[config.mk]
export PLATFORM = sky130hd
export DESIGN_NAME = twi_master_status_controller
export DESIGN_NICKNAME = d
export VERILOG_FILES = /design/src/hw/rtl/tmsc_pkg.sv /design/src/hw/rtl/twi_master_status_controller.sv
export VERILOG_INCLUDE_DIRS = /design/src /design/src/hw/rtl
export SDC_FILE = /design/constraint.sdc
export NUM_CORES = 1
export LEC_CHECK = 0
export BUFFER_PORTS_ARGS = -buffer_cell sky130_fd_sc_hd__buf_4
export CAP_MARGIN = 20
export CORE_MARGIN = 2
export CORE_UTILIZATION = 47
export DETAILED_ROUTE_END_ITERATION = 8
export PLACE_DENSITY = 0.76
export SYNTH_ARGS = -nofsm -noshare
export SYNTH_HDL_FRONTEND = slang
export SYNTH_SLANG_ARGS = --single-unit
[constraint.sdc]
create_clock -name clock -period 2.6 [get_ports clock]
set_input_delay 0.52 -clock clock [delete_from_list [all_inputs] [get_ports clock]]
set_output_delay 0.52 -clock clock [all_outputs]
set_load 0.05 [all_outputs]
[src/hw/rtl/assert_macros.svh]
// Assertion macros shared by the RTL of the two-wire master controller.
// Each macro expects signals named clock and reset in the including scope.
`ifndef ASSERT_MACROS_SVH
`define ASSERT_MACROS_SVH

// The condition must hold at every clock edge outside reset.
`define ASSERT_ALWAYS(lbl, cond) \
   lbl: assert property (@(posedge clock) disable iff (reset) (cond)) \
      else $error("assertion failed");

// The consequent must hold in the same cycle as the antecedent.
`define ASSERT_IMPLIES(lbl, ante, cons) \
   lbl: assert property (@(posedge clock) disable iff (reset) (ante) |-> (cons)) \
      else $error("assertion failed");

`endif

[src/hw/rtl/tmsc_pkg.sv]
// Package of the two-wire master status controller.
// Holds the item function codes, register indexes, bus actions, phases and status codes.
package tmsc_pkg;

   typedef enum logic [1:0] {
      FUNC_WRITE = 2'd0,
      FUNC_READ  = 2'd1,
      FUNC_DONE  = 2'd2,
      FUNC_NOP   = 2'd3
   } func_type;

   typedef enum logic [3:0] {
      REG_ADDR    = 4'd0,
      REG_XADDR   = 4'd1,
      REG_DATA    = 4'd2,
      REG_CONTROL = 4'd3,
      REG_STATUS  = 4'd4,
      REG_CLOCK   = 4'd5,
      REG_RESET   = 4'd6,
      REG_FEATURE = 4'd7,
      REG_LINE    = 4'd8
   } reg_index_type;

   typedef enum logic [2:0] {
      ACT_NONE    = 3'd0,
      ACT_START   = 3'd1,
      ACT_RESTART = 3'd2,
      ACT_SEND    = 3'd3,
      ACT_RECV    = 3'd4,
      ACT_STOP    = 3'd5
   } action_type;

   typedef enum logic [1:0] {
      PH_IDLE  = 2'd0,
      PH_ADDR  = 2'd1,
      PH_WRITE = 2'd2,
      PH_READ  = 2'd3
   } phase_type;

   localparam logic [7:0] ST_START       = 8'h08;
   localparam logic [7:0] ST_RESTART     = 8'h10;
   localparam logic [7:0] ST_ADDR_W_ACK  = 8'h18;
   localparam logic [7:0] ST_ADDR_W_NACK = 8'h20;
   localparam logic [7:0] ST_DATA_W_ACK  = 8'h28;
   localparam logic [7:0] ST_DATA_W_NACK = 8'h30;
   localparam logic [7:0] ST_ADDR_R_ACK  = 8'h40;
   localparam logic [7:0] ST_ADDR_R_NACK = 8'h48;
   localparam logic [7:0] ST_DATA_R_ACK  = 8'h50;
   localparam logic [7:0] ST_DATA_R_NACK = 8'h58;
   localparam logic [7:0] ST_IDLE        = 8'hF8;

   localparam logic [2:0] CLOCK_M_RESET = 3'd2;
   localparam logic [2:0] CLOCK_N_RESET = 3'd1;

   localparam int unsigned CSR_ADDR_W = 3;
   localparam logic CSR_SEL_CLOCK_M = 1'b0;
   localparam logic CSR_SEL_CLOCK_N = 1'b1;

endpackage

[src/hw/rtl/twi_master_status_controller.sv]
// Two-wire bus master controller that reports numbered status codes.
// Uses tmsc_pkg and the assertion macros in assert_macros.svh.
//
// Every transfer on the request channel is a register write, a register read, a bus-done
// event or a no-op; each gives exactly one transfer on the response channel, carrying the
// read data, the status code, the interrupt line, the pending bus action and its byte.
// The controller takes one request per clock: the state and the result register are
// both loaded at the edge where the request is taken, and the only thing that holds a
// request back is a result still waiting in the single output register. The clock
// divider fields can also be written through the APB port (clock_m at byte address 0,
// clock_n at byte address 4).
`include "assert_macros.svh"

module twi_master_status_controller (
   input  logic                                  clock,
   input  logic                                  reset,
   input  logic                                  req_valid,
   output logic                                  req_ready,
   input  logic [1:0]                            req_func,
   input  logic [3:0]                            req_reg_index,
   input  logic [7:0]                            req_write_data,
   input  logic                                  req_peer_ack,
   input  logic [7:0]                            req_peer_byte,
   output logic                                  rsp_valid,
   input  logic                                  rsp_ready,
   output logic [7:0]                            rsp_read_data,
   output logic [7:0]                            rsp_status_code,
   output logic                                  rsp_irq,
   output logic [2:0]                            rsp_bus_action,
   output logic [7:0]                            rsp_bus_byte,
   input  logic                                  psel,
   input  logic                                  penable,
   input  logic                                  pwrite,
   input  logic [tmsc_pkg::CSR_ADDR_W-1:0]       paddr,
   input  logic [31:0]                           pwdata,
   output logic [31:0]                           prdata,
   output logic                                  pready
);

   logic [2:0]             clock_m_ff, clock_m_in;
   logic [2:0]             clock_n_ff, clock_n_in;
   logic [7:0]             status_reg_ff, status_reg_in;
   logic                   int_enable_ff, int_enable_in;
   logic                   bus_enable_ff, bus_enable_in;
   logic                   assert_ack_ff, assert_ack_in;
   logic                   int_flag_ff, int_flag_in;
   tmsc_pkg::action_type   pending_action_ff, pending_action_in;
   tmsc_pkg::phase_type    bus_phase_ff, bus_phase_in;
   logic                   bus_held_ff, bus_held_in;
   logic [7:0]             data_byte_ff, data_byte_in;
   logic [7:0]             own_address_ff, own_address_in;
   logic [7:0]             ext_address_ff, ext_address_in;
   logic [5:0]             line_control_ff, line_control_in;

   logic                   rsp_valid_ff, rsp_valid_in;
   logic [7:0]             rsp_read_data_ff, rsp_read_data_in;
   logic [7:0]             rsp_status_code_ff;
   logic                   rsp_irq_ff;
   logic [2:0]             rsp_bus_action_ff;
   logic [7:0]             rsp_bus_byte_ff, rsp_bus_byte_in;

   logic                   req_accept;
   logic                   csr_write;
   logic                   flag_after;
   logic [7:0]             control_read;

   assign req_ready  = !rsp_valid_ff || rsp_ready;
   assign req_accept = req_valid && req_ready;
   assign csr_write  = psel && penable && pwrite;
   assign pready     = 1'b1;

   always_comb begin
      unique case (paddr[2])
         tmsc_pkg::CSR_SEL_CLOCK_M: prdata = {29'd0, clock_m_ff};
         tmsc_pkg::CSR_SEL_CLOCK_N: prdata = {29'd0, clock_n_ff};
         default:                   prdata = 32'd0;
      endcase
   end

   assign control_read = {int_enable_ff, bus_enable_ff,
                          (pending_action_ff == tmsc_pkg::ACT_START)
                             || (pending_action_ff == tmsc_pkg::ACT_RESTART),
                          pending_action_ff == tmsc_pkg::ACT_STOP,
                          int_flag_ff, assert_ack_ff, 2'b00};

   assign flag_after = req_write_data[3] ? 1'b0 : int_flag_ff;

   always_comb begin
      clock_m_in        = clock_m_ff;
      clock_n_in        = clock_n_ff;
      status_reg_in     = status_reg_ff;
      int_enable_in     = int_enable_ff;
      bus_enable_in     = bus_enable_ff;
      assert_ack_in     = assert_ack_ff;
      int_flag_in       = int_flag_ff;
      pending_action_in = pending_action_ff;
      bus_phase_in      = bus_phase_ff;
      bus_held_in       = bus_held_ff;
      data_byte_in      = data_byte_ff;
      own_address_in    = own_address_ff;
      ext_address_in    = ext_address_ff;
      line_control_in   = line_control_ff;
      rsp_read_data_in  = 8'd0;

      if (csr_write) begin
         unique case (paddr[2])
            tmsc_pkg::CSR_SEL_CLOCK_M: clock_m_in = pwdata[2:0];
            tmsc_pkg::CSR_SEL_CLOCK_N: clock_n_in = pwdata[2:0];
            default: ;
         endcase
      end

      unique case (tmsc_pkg::func_type'(req_func))
         tmsc_pkg::FUNC_WRITE: begin
            unique case (req_reg_index)
               tmsc_pkg::REG_ADDR:  own_address_in = req_write_data;
               tmsc_pkg::REG_XADDR: ext_address_in = req_write_data;
               tmsc_pkg::REG_DATA:  data_byte_in   = req_write_data;
               tmsc_pkg::REG_CONTROL: begin
                  int_enable_in = req_write_data[7];
                  bus_enable_in = req_write_data[6];
                  assert_ack_in = req_write_data[2];
                  int_flag_in   = flag_after;
                  if (req_write_data[6] && (pending_action_ff == tmsc_pkg::ACT_NONE)
                        && !flag_after) begin
                     priority if (req_write_data[5]) begin
                        pending_action_in = bus_held_ff ? tmsc_pkg::ACT_RESTART
                                                        : tmsc_pkg::ACT_START;
                     end else if (req_write_data[4]) begin
                        pending_action_in = tmsc_pkg::ACT_STOP;
                     end else if ((bus_phase_ff == tmsc_pkg::PH_ADDR)
                                  || (bus_phase_ff == tmsc_pkg::PH_WRITE)) begin
                        pending_action_in = tmsc_pkg::ACT_SEND;
                     end else if (bus_phase_ff == tmsc_pkg::PH_READ) begin
                        pending_action_in = tmsc_pkg::ACT_RECV;
                     end else begin
                        pending_action_in = pending_action_ff;
                     end
                  end
               end
               tmsc_pkg::REG_CLOCK: begin
                  if (req_accept) begin
                     clock_m_in = req_write_data[5:3];
                     clock_n_in = req_write_data[2:0];
                  end
               end
               tmsc_pkg::REG_RESET: begin
                  if (req_write_data[0]) begin
                     status_reg_in     = tmsc_pkg::ST_IDLE;
                     int_flag_in       = 1'b0;
                     pending_action_in = tmsc_pkg::ACT_NONE;
                     bus_phase_in      = tmsc_pkg::PH_IDLE;
                     bus_held_in       = 1'b0;
                  end
               end
               tmsc_pkg::REG_LINE: line_control_in = req_write_data[5:0];
               default: ;
            endcase
         end
         tmsc_pkg::FUNC_READ: begin
            unique case (req_reg_index)
               tmsc_pkg::REG_ADDR:    rsp_read_data_in = own_address_ff;
               tmsc_pkg::REG_XADDR:   rsp_read_data_in = ext_address_ff;
               tmsc_pkg::REG_DATA:    rsp_read_data_in = data_byte_ff;
               tmsc_pkg::REG_CONTROL: rsp_read_data_in = control_read;
               tmsc_pkg::REG_STATUS:  rsp_read_data_in = status_reg_ff;
               tmsc_pkg::REG_CLOCK:   rsp_read_data_in = {2'b00, clock_m_ff, clock_n_ff};
               tmsc_pkg::REG_LINE:    rsp_read_data_in = {2'b00, line_control_ff};
               default:               rsp_read_data_in = 8'd0;
            endcase
         end
         tmsc_pkg::FUNC_DONE: begin
            unique case (pending_action_ff)
               tmsc_pkg::ACT_START, tmsc_pkg::ACT_RESTART: begin
                  status_reg_in     = bus_held_ff ? tmsc_pkg::ST_RESTART
                                                  : tmsc_pkg::ST_START;
                  bus_held_in       = 1'b1;
                  bus_phase_in      = tmsc_pkg::PH_ADDR;
                  int_flag_in       = 1'b1;
                  pending_action_in = tmsc_pkg::ACT_NONE;
               end
               tmsc_pkg::ACT_SEND: begin
                  if (bus_phase_ff == tmsc_pkg::PH_ADDR) begin
                     if (data_byte_ff[0]) begin
                        status_reg_in = req_peer_ack ? tmsc_pkg::ST_ADDR_R_ACK
                                                     : tmsc_pkg::ST_ADDR_R_NACK;
                        bus_phase_in  = tmsc_pkg::PH_READ;
                     end else begin
                        status_reg_in = req_peer_ack ? tmsc_pkg::ST_ADDR_W_ACK
                                                     : tmsc_pkg::ST_ADDR_W_NACK;
                        bus_phase_in  = tmsc_pkg::PH_WRITE;
                     end
                  end else begin
                     status_reg_in = req_peer_ack ? tmsc_pkg::ST_DATA_W_ACK
                                                  : tmsc_pkg::ST_DATA_W_NACK;
                  end
                  int_flag_in       = 1'b1;
                  pending_action_in = tmsc_pkg::ACT_NONE;
               end
               tmsc_pkg::ACT_RECV: begin
                  data_byte_in      = req_peer_byte;
                  status_reg_in     = assert_ack_ff ? tmsc_pkg::ST_DATA_R_ACK
                                                    : tmsc_pkg::ST_DATA_R_NACK;
                  int_flag_in       = 1'b1;
                  pending_action_in = tmsc_pkg::ACT_NONE;
               end
               tmsc_pkg::ACT_STOP: begin
                  status_reg_in     = tmsc_pkg::ST_IDLE;
                  bus_held_in       = 1'b0;
                  bus_phase_in      = tmsc_pkg::PH_IDLE;
                  int_flag_in       = 1'b0;
                  pending_action_in = tmsc_pkg::ACT_NONE;
               end
               default: ;
            endcase
         end
         default: ;
      endcase
   end

   assign rsp_bus_byte_in = (pending_action_in == tmsc_pkg::ACT_SEND) ? data_byte_in : 8'd0;
   assign rsp_valid_in    = req_accept || (rsp_valid_ff && !rsp_ready);

   always_ff @(posedge clock) begin
      if (reset) begin
         clock_m_ff        <= tmsc_pkg::CLOCK_M_RESET;
         clock_n_ff        <= tmsc_pkg::CLOCK_N_RESET;
         status_reg_ff     <= tmsc_pkg::ST_IDLE;
         int_enable_ff     <= 1'b0;
         bus_enable_ff     <= 1'b0;
         assert_ack_ff     <= 1'b0;
         int_flag_ff       <= 1'b0;
         pending_action_ff <= tmsc_pkg::ACT_NONE;
         bus_phase_ff      <= tmsc_pkg::PH_IDLE;
         bus_held_ff       <= 1'b0;
         data_byte_ff      <= 8'd0;
         own_address_ff    <= 8'd0;
         ext_address_ff    <= 8'd0;
         line_control_ff   <= 6'd0;
         rsp_valid_ff      <= 1'b0;
      end else begin
         clock_m_ff   <= clock_m_in;
         clock_n_ff   <= clock_n_in;
         rsp_valid_ff <= rsp_valid_in;
         if (req_accept) begin
            status_reg_ff     <= status_reg_in;
            int_enable_ff     <= int_enable_in;
            bus_enable_ff     <= bus_enable_in;
            assert_ack_ff     <= assert_ack_in;
            int_flag_ff       <= int_flag_in;
            pending_action_ff <= pending_action_in;
            bus_phase_ff      <= bus_phase_in;
            bus_held_ff       <= bus_held_in;
            data_byte_ff      <= data_byte_in;
            own_address_ff    <= own_address_in;
            ext_address_ff    <= ext_address_in;
            line_control_ff   <= line_control_in;
         end
      end
   end

   always_ff @(posedge clock) begin
      if (req_accept) begin
         rsp_read_data_ff   <= rsp_read_data_in;
         rsp_status_code_ff <= status_reg_in;
         rsp_irq_ff         <= int_enable_in && int_flag_in;
         rsp_bus_action_ff  <= pending_action_in;
         rsp_bus_byte_ff    <= rsp_bus_byte_in;
      end
   end

   assign rsp_valid       = rsp_valid_ff;
   assign rsp_read_data   = rsp_read_data_ff;
   assign rsp_status_code = rsp_status_code_ff;
   assign rsp_irq         = rsp_irq_ff;
   assign rsp_bus_action  = rsp_bus_action_ff;
   assign rsp_bus_byte    = rsp_bus_byte_ff;

   `ASSERT_ALWAYS(a_held_iff_not_idle, bus_held_ff != (bus_phase_ff == tmsc_pkg::PH_IDLE))
   `ASSERT_IMPLIES(a_send_phase, pending_action_ff == tmsc_pkg::ACT_SEND,
                   (bus_phase_ff == tmsc_pkg::PH_ADDR) || (bus_phase_ff == tmsc_pkg::PH_WRITE))
   `ASSERT_IMPLIES(a_recv_phase, pending_action_ff == tmsc_pkg::ACT_RECV,
                   bus_phase_ff == tmsc_pkg::PH_READ)
   `ASSERT_IMPLIES(a_irq_tracks_state, rsp_valid_ff,
                   rsp_irq_ff == (int_enable_ff && int_flag_ff))
   `ASSERT_IMPLIES(a_status_tracks_state, rsp_valid_ff,
                   (rsp_status_code_ff == status_reg_ff)
                   && (rsp_bus_action_ff == pending_action_ff))

endmodule

==> impl_metrics.env <==
export IMPL_outcome="complete, no violations"
export IMPL_min_period_over_period_pct=80.9
export IMPL_maxCapViolations=0
export IMPL_final_cell_area_um2=5160
export IMPL_grt_overflow_total=0
export IMPL_wl_um=11800
export IMPL_cp_top_family="simple AND/OR/NAND/NOR gates"
export IMPL_die_w_um=102
export IMPL_critPathCaptureType="flip-flop"
export IMPL_post_cts_buffers=0
export IMPL_die_h_um=102
export IMPL_drtIter0Drc=423
export IMPL_grt_use_total_pct=23.3
export IMPL_yosysWarningCount=0
export IMPL_vias_per_cell=5.77
export IMPL_ys_types=60
export IMPL_slowest_delay_ns=0.51
export IMPL_tightest_slew_ns=0.608
export IMPL_core_area_um2=9240
export IMPL_ir_drop_mv=0.266
export IMPL_p_leak_nw=2.16
export IMPL_rows=35
export IMPL_cts_buffer_depth=2
export IMPL_yosysSeqAreaShare_pct=43.3
export IMPL_crit_type="flip-flop to flip-flop"
export IMPL_place_area_um2=4980
export IMPL_synth_top_area_share_pct=24.6
export IMPL_via_count=3847
export IMPL_worst_slack_ns=0.497
export IMPL_critical_path_buf_inv_count=1
export IMPL_cts_max_level=3
export IMPL_start_kind="flip-flop"
export IMPL_synth_ff_type="dfxtp_1"
export IMPL_cp_depth=6
export IMPL_async_flop_share_pct=0
export IMPL_synth_cells=478
export IMPL_max_freq_mhz=476
export IMPL_synth_top_area_cell="dfxtp_1"
export IMPL_finalSetupViolCount=0
export IMPL_crit_chain="nor3_1 > nand4_1 > a21o_1 > a222oi_1 > buf_4 > nor4_1"
export IMPL_maxSlewViolCount=0
export IMPL_antenna_found_initial=0
export IMPL_worstPathArrival_ns=2.20
export IMPL_reg2regPathDepth=6
export IMPL_synth_edf_count=28
export IMPL_n_antenna_cell=0
export IMPL_slew_limit_headroom_pct=59.4
export IMPL_rsz0062_at_grt="no"
export IMPL_clock_sinks=83
export IMPL_fin_tns_setup_ns=0
export IMPL_clk_latency_ns=0.36
export IMPL_place_ws_ns=0.232
export IMPL_synth_area_top_cells="dfxtp_1 25%, edfxtp_1 19%, mux2i_1 8.3%"
export IMPL_final_nets=602
export IMPL_synth_common_cells="55 x dfxtp_1, 53 x nor2_1, 37 x mux2i_1"
export IMPL_min_period_ns=2.10
export IMPL_grt_pass1_vias=3559
export IMPL_gp_congestion=0.954
export IMPL_clock_skew_ns=0.00779
export IMPL_synth_seq_cells=83
export IMPL_avgSynthCellArea_um2=9.38
export IMPL_ant_nets=0
export IMPL_hold_violations=0
export IMPL_hold_depth=3
export IMPL_io_buffer_count=66
export IMPL_clkTransAtPathRegs_ns=0.09
export IMPL_drive_gt1_share_pct=20.4
export IMPL_die_area_um2=10300
export IMPL_p_per_area_nw_per_um2=567
export IMPL_hold_slack_ns=0.425
export IMPL_first_pass_iters=8
export IMPL_numCtsBuffers=9
export IMPL_syn_to_final_growth_pct=15.2
export IMPL_worst_ep_required_time_ns=2.70
export IMPL_grt_max_degree=57
export IMPL_cts_tree="done"
export IMPL_syn_area_um2=4480
export IMPL_grt_pass1_wl_um=18500
export IMPL_wl_per_cell_um=17.7
export IMPL_initial_core_util_pct=48.5
export IMPL_cts_hold_buffers=0
export IMPL_ctsRootBufferMaster="clkbuf_8"
export IMPL_ios=128
export IMPL_drcViolationCount=0
export IMPL_path_max_fanout=18
export IMPL_yosysMostFrequentCell="dfxtp_1"
export IMPL_postCtsResizedCells=0
export IMPL_dp_hpwl_um=8280
export IMPL_crit_slowest_cell="dfxtp_1"
export IMPL_hold_path_class="input pin to flip-flop"
==> per-layer routing <==
layer  up-vias  GRT usage [%]  wire [um]
met5         -              0          0
met4         0           7.59        245
met3        29           6.00        987
met2       203           35.6       5420
met1      1804           32.3       5140
li1       1811              -          -
==> final timing paths <==
path / start / end / slack (ns)
setup / recovery: pending_action_ff[1]$_SDFFE_PP0P_ / rsp_bus_byte[4]$_SDFFCE_PP0P_ / 0.50
hold / removal: req_valid / rsp_valid$_SDFF_PP0_ / 0.42
setup reg to reg: pending_action_ff[1]$_SDFFE_PP0P_ / rsp_bus_byte[4]$_SDFFCE_PP0P_ / 0.50
hold reg to reg: line_control_ff[4]$_SDFFE_PP0P_ / line_control_ff[4]$_SDFFE_PP0P_ / 0.50
==> report_power, final <==
| part | internal (mW) | switching (mW) |
|---|---|---|
| Combinational | 0.162 | 0.403 |
| Sequential | 1.39 | 0.0398 |
| Clock | 0.449 | 0.491 |
==> metrics by stage <==
step	utilization, %	total power [mW]	std cells
after floorplan	-	1.88	506
after global placement	53.9	2.00	651
after detailed placement	53.9	2.01	651
after CTS	55.9	2.93	667
after global routing	55.9	3.04	667
final	55.9	2.93	667
==> worst register-to-register path: stages, from the launching register on <==
cell and delay, ns:
dfxtp_1 0.51, nor3_1 0.47, nand4_1 0.15, a21o_1 0.20, a222oi_1 0.22, buf_4 0.23
nor4_1 0.07
==> cells in the final DEF, fill, tap and decap left out, types with 4 or more instances in the layout <==
master / synthesis / layout
nand4_1: 5 / 5
buf_4: 31 / 77
nand2_1: 22 / 22
o21ai_0: 16 / 16
nor2_1: 53 / 53
o221ai_1: 4 / 4
a221oi_1: 4 / 4
a222oi_1: 6 / 6
mux2_2: 6 / 6
edfxtp_1: 28 / 28
inv_1: 12 / 11
o21a_1: 5 / 5
a22oi_1: 10 / 10
ha_1: 4 / 4
nand3b_1: 4 / 4
nor3_1: 13 / 13
nand2b_1: 13 / 12
nor4_1: 8 / 8
mux2i_1: 37 / 37
dfxtp_1: 55 / 55
and2_1: 4 / 4
a21oi_1: 24 / 24
nand3_1: 9 / 9
a31oi_1: 5 / 5
a211oi_1: 12 / 12
conb_1: 2 / 30
nor3b_1: 4 / 4
clkbuf_8: 0 / 9
nor2b_1: 8 / 8
==> kinds of logic after synthesis <==
family	count (synthesis)	share of synthesized area, %
and+or+nand+nor	161	18.9
other	2	0.167
AOI/OAI and AO/OA	110	17.2
muxes	44	10.0
adders and majority gates	4	1.12
xor gates and xnor gates	1	0.195
buffers and inverters	73	9.01
DFF	83	43.3
==> flip-flops by register name, indices dropped and copies added (netlist names), 6 cells and up <==
register / cells
data_byte_ff: 8
rsp_read_data: 8
ext_address_ff: 8
rsp_status_code: 8
rsp_bus_byte: 8
status_reg_ff: 8
line_control_ff: 6
own_address_ff: 8
==> final cells by class <==
cell class	instances	area [um^2]
fillers	832	4080
multi-input cells	350	2250
flip-flops and latches	83	1940
repair buffers	77	578
well taps	129	161
clock buffers	12	135
clock inverters	4	51.3
inverters	12	45.0
Power figures use the tool's default switching activity.
